==> src/rtl/bbmh_pkg.sv <==
// Shared types and constants for the b-bit minwise hash sketch.
// Used by every module in rtl/; depends on nothing.
package bbmh_pkg;

   localparam int MAX_BLOCKS    = 64;
   localparam int MAX_TERMS     = 8;
   localparam int MAX_HASH_BITS = 16;

   localparam int BLK_W  = $clog2(MAX_BLOCKS);
   localparam int TERM_W = $clog2(MAX_TERMS);
   localparam int VAL_W  = 31;
   localparam int MIN_W  = MAX_HASH_BITS;
   localparam int POS_W  = 22;
   localparam int CNT_W  = $clog2(VAL_W);

   localparam logic [VAL_W-1:0] MOD_RESET   = 31'h7FFF_FFFF;
   localparam logic [4:0]       BITS_RESET  = 5'd8;
   localparam logic [6:0]       BLKS_RESET  = 7'd16;
   localparam logic [3:0]       TERMS_RESET = 4'd4;

   typedef enum logic [1:0] {
      CMD_LOAD    = 2'd0,
      CMD_FEATURE = 2'd1,
      CMD_END     = 2'd2,
      CMD_NONE    = 2'd3
   } cmd_type;

   typedef enum logic [1:0] {
      CSR_MODULUS = 2'd0,
      CSR_BITS    = 2'd1,
      CSR_BLOCKS  = 2'd2,
      CSR_TERMS   = 2'd3
   } csr_idx_type;

   // request to the serial modular multiplier: x * y mod p, y below p
   typedef struct packed {
      logic             start;
      logic [VAL_W-1:0] x;
      logic [VAL_W-1:0] y;
      logic [VAL_W-1:0] p;
   } mm_req_type;

   // control of one minimum cell
   typedef struct packed {
      logic shift;
      logic upd;
      logic clr;
   } cell_ctl_type;

endpackage

==> src/rtl/bbmh_mulmod.sv <==
// Bit-serial modular multiplier: x * y mod p, one bit of x per cycle.
// Depends on bbmh_pkg.
module bbmh_mulmod import bbmh_pkg::*; (
   input  logic             clock,
   input  logic             reset,
   input  mm_req_type       req,
   output logic             done,
   output logic [VAL_W-1:0] result
);

   logic             busy_ff, busy_in;
   logic             done_ff, done_in;
   logic [CNT_W-1:0] cnt_ff, cnt_in;
   logic [VAL_W-1:0] acc_ff, acc_in;
   logic [VAL_W-1:0] x_ff, x_in;
   logic [VAL_W-1:0] y_ff, y_in;
   logic [VAL_W-1:0] p_ff, p_in;
   logic [VAL_W:0]   d1, d1r, d2, d2r, p_ext;

   // double, add the next bit's multiple, reduce twice
   always_comb begin
      p_ext = {1'b0, p_ff};
      d1    = {acc_ff, 1'b0};
      d1r   = (d1 >= p_ext) ? d1 - p_ext : d1;
      d2    = x_ff[VAL_W-1] ? d1r + {1'b0, y_ff} : d1r;
      d2r   = (d2 >= p_ext) ? d2 - p_ext : d2;
   end

   always_comb begin
      busy_in = busy_ff;
      done_in = 1'b0;
      cnt_in  = cnt_ff;
      acc_in  = acc_ff;
      x_in    = x_ff;
      y_in    = y_ff;
      p_in    = p_ff;
      if (req.start) begin
         busy_in = 1'b1;
         cnt_in  = CNT_W'(VAL_W - 1);
         acc_in  = '0;
         x_in    = req.x;
         y_in    = req.y;
         p_in    = req.p;
      end else if (busy_ff) begin
         acc_in = d2r[VAL_W-1:0];
         x_in   = {x_ff[VAL_W-2:0], 1'b0};
         cnt_in = cnt_ff - 1'b1;
         if (cnt_ff == '0) begin
            busy_in = 1'b0;
            done_in = 1'b1;
         end
      end
   end

   always_ff @(posedge clock) begin
      if (reset) begin
         busy_ff <= 1'b0;
         done_ff <= 1'b0;
         cnt_ff  <= '0;
      end else begin
         busy_ff <= busy_in;
         done_ff <= done_in;
         cnt_ff  <= cnt_in;
      end
      acc_ff <= acc_in;
      x_ff   <= x_in;
      y_ff   <= y_in;
      p_ff   <= p_in;
   end

   assign done   = done_ff;
   assign result = acc_ff;

endmodule

==> config.mk <==
export PLATFORM = sky130hd
export DESIGN_NAME = bbmh_mulmod
export DESIGN_NICKNAME = d
export VERILOG_FILES = /design/src/rtl/bbmh_pkg.sv /design/src/rtl/bbmh_mulmod.sv
export SDC_FILE = /design/constraint.sdc
export NUM_CORES = 1
export LEC_CHECK = 0
export BUFFER_PORTS_ARGS = -buffer_cell sky130_fd_sc_hd__clkbuf_2
export CELL_PAD_IN_SITES_DETAIL_PLACEMENT = 0
export CELL_PAD_IN_SITES_GLOBAL_PLACEMENT = 1
export CORE_MARGIN = 5
export CORE_UTILIZATION = 42
export DETAILED_ROUTE_END_ITERATION = 6
export PLACE_DENSITY_LB_ADDON = 0.2
export SLEW_MARGIN = 25
export SYNTH_ARGS = -nofsm -noshare
export SYNTH_HDL_FRONTEND = slang
export SYNTH_SLANG_ARGS = --single-unit
==> constraint.sdc <==
create_clock -name clock -period 7.7 [get_ports clock]
set_input_delay 0.385 -clock clock [delete_from_list [all_inputs] [get_ports clock]]
set_output_delay 0.385 -clock clock [all_outputs]
set_load 0.02 [all_outputs]
==> impl_metrics.ini <==
[die]
ios = 128
die_w_um = 167
rows = 57
fp.dieH_um = 167
start_util_pct = 42.7
core-area_sq_mm = 0.0244
die_area_sq_mm = 0.0280

[global_routing]
grt_first_pass_wirelength_mm = 49.9
grt_pass1_vias = 9298
antenna_found_initial = 0
grt.total_usage_pct = 22.2
grt_max_degree = 67
grt-ovfl-total = 0

[timing]
clock.fmax_mhz = 134
maxSlewViolCount = 0
fin_crit_sh_pct = 96.6
hold_viol = 0
relSlewSlack_pct = 47.0
fin_hold_ws_ns = 0.114
fin_crit_ns = 7.44
setup_viol = 0
worst_slew_pin_slew_ns = 0.795
tns_ns = 0
finClkSkew_ns = 0.0177

[flow_run]
max_cap_violations = 0

[layout]
nets = 1534
fillers = 2304
syn_to_final_growth_pct = 25.1
multi_input_area_sq_mm = 0.00666
layout_commonest_cell = clkbuf_2
layout_common_cells = clkbuf_2, buf_4, a21oi_1
antenna_cells_inserted = 0
drive_gt1_share_pct = 30.3
seqCellArea_sq_mm = 0.00355
fin_util_pct = 53.4

[setup_path]
reg2reg_from = p_ff[21]
cpPeakStageDelay_ns = 0.56
critPathKind = register to register
path_max_fanout = 15
crit_arrival_ns = 7.72
critPathLaunchType = register
reg2reg_depth = 33
rrSetupSlack_ns = 0.26
endpoint_kind = register
cp_common_cell = buf_4
cp_num_buf_inv = 6
cp_top_family = simple AND/OR/NAND/NOR gates
r2r_end = result[10]
required_ns = 7.98
cp_slowest_cell = or4_4

[synthesis]
ys.flop_type = edfxtp_1
ys_ff_latch = 131
syn_inst = 1110
syn_area_sq_mm = 0.0104
seq_area_frac_synth_pct = 34.1
synthesis.nets = 1304
synth-edff-count = 93
ys_types = 81
async_flop_share_pct = 0
ys.warnings.count = 0
postSynthAreaPerCell_sq_um = 9.38

[clock_tree]
cts_max_level = 4
clk_pin_slew_ns = 0.08
cts-root-buf = clkbuf_16
clock_latency_ns = 0.44
cts_tree = yes
max-clock-path-buffers = 2
cts.sinks = 131
hold_buffers = 0
cts_buffers = 17

[min_path]
hp-class = input port to register
holdCritStartpoint = req[5]
hold_path_depth = 1
worstHoldEndpoint = p_ff[5]

[power]
power.density_mw_per_mm2 = 443
peakVddDrop_mv = 0.153
power_uw = 5770
p_leak_uw = 0.00581

[drt]
initialDrtViolationCount = 652
ant_nets = 0
routed_wl_mm = 31.9
first_pass_iters = 5
vias = 9193
wl_per_cell_um = 19.0
drc = 0
viasPerCell = 5.48

[status]
status = finished clean

[place]
gp_congestion = 0.937
port_buffers = 127
hpwl_mm = 24.3
-- state kept, by name, indices dropped and copies added (netlist names) --
| signal | cells |
|---|---|
| busy_ff | 1 |
| cnt_ff | 5 |
| done | 1 |
| p_ff | 31 |
| result | 31 |
| x_ff | 31 |
| y_ff | 31 |
-- synth_stat cells, types with 18 or more instances --
library cell | instances | share of area [%]
nor3_1 | 19 | 0.91
mux2i_1 | 18 | 1.7
nand3_1 | 18 | 0.87
nand2_1 | 83 | 3.0
dfxtp_1 | 38 | 7.3
edfxtp_1 | 93 | 27
ha_1 | 95 | 11
xnor2_1 | 56 | 4.7
inv_1 | 61 | 2.2
nor2_1 | 94 | 3.4
a21o_1 | 43 | 3.1
mux2_2 | 58 | 6.3
xor2_1 | 28 | 2.4
a211oi_1 | 19 | 1.4
o21ai_0 | 57 | 2.7
a21oi_1 | 110 | 5.3
-- routing by layer --
layer	up-vias	GRT usage, %	wire (um)
met5	-	0	0
met4	0	6.25	709
li1	4584	-	-
met3	49	4.29	1690
met1	4326	30.2	14800
met2	234	36.2	14800
-- per-stage QoR --
stage	instance area [sq um]	std cells	setup WS [ns]
after global routing	13000	1677	-0.0597
after CTS	12800	1673	0.0197
after global placement	12100	1641	0.124
after floorplan	10400	1110	0.263
after detailed placement	12100	1641	-0.0392
final	13000	1677	0.260
-- worst max path at each step --
| stage | from | end | depth (start not counted) |
|---|---|---|---|
| 2_1_floorplan | result[16] | result[20] | 35 |
| 3_3_place_gp | p_ff[15] | result[24] | 34 |
| 3_5_place_dp | p_ff[0] | result[9] | 33 |
| 4_1_cts | p_ff[0] | result[24] | 34 |
| 5_1_grt | p_ff[18] | result[10] | 35 |
| 6_report | p_ff[21] | result[10] | 33 |
-- cell type report --
cell class | count | share of cell area, %
Multi-Input combinational cell | 881 | 51.1
Tap cell | 324 | 3.11
Clock buffer | 17 | 3.27
Timing Repair Buffer | 248 | 12.0
Inverter | 61 | 1.76
Clock inverter | 15 | 1.40
Sequential cell | 131 | 27.3
-- what timing repair did --
| item | CTS | global route |
|---|---|---|
| buffers inserted | 0 | 3 |
| gates cloned | 0 | 1 |
| setup endpoints to repair | 27 | 31 |
| resized for setup | 4 | 53 |
| pin swaps | 1 | 16 |
-- power breakdown --
group	internal, uW	switching, uW
Clock	469	398
Sequential	859	65.6
Combinational	1790	2190
-- logic make-up (layout without fill, tap and decap cells) --
| kind of cell | after synthesis | in the layout | share of synthesized area (%) |
|---|---|---|---|
| AOI/OAI and AO/OA | 338 | 338 | 21.7 |
| xor gates and xnor gates | 85 | 85 | 7.22 |
| adders and majority gates | 98 | 98 | 12.0 |
| buffers and inverters | 98 | 341 | 4.04 |
| DFF | 131 | 131 | 34.1 |
| muxes | 77 | 77 | 8.14 |
| and+or+nand+nor | 283 | 283 | 12.8 |
(Power assumes the default switching activity.)
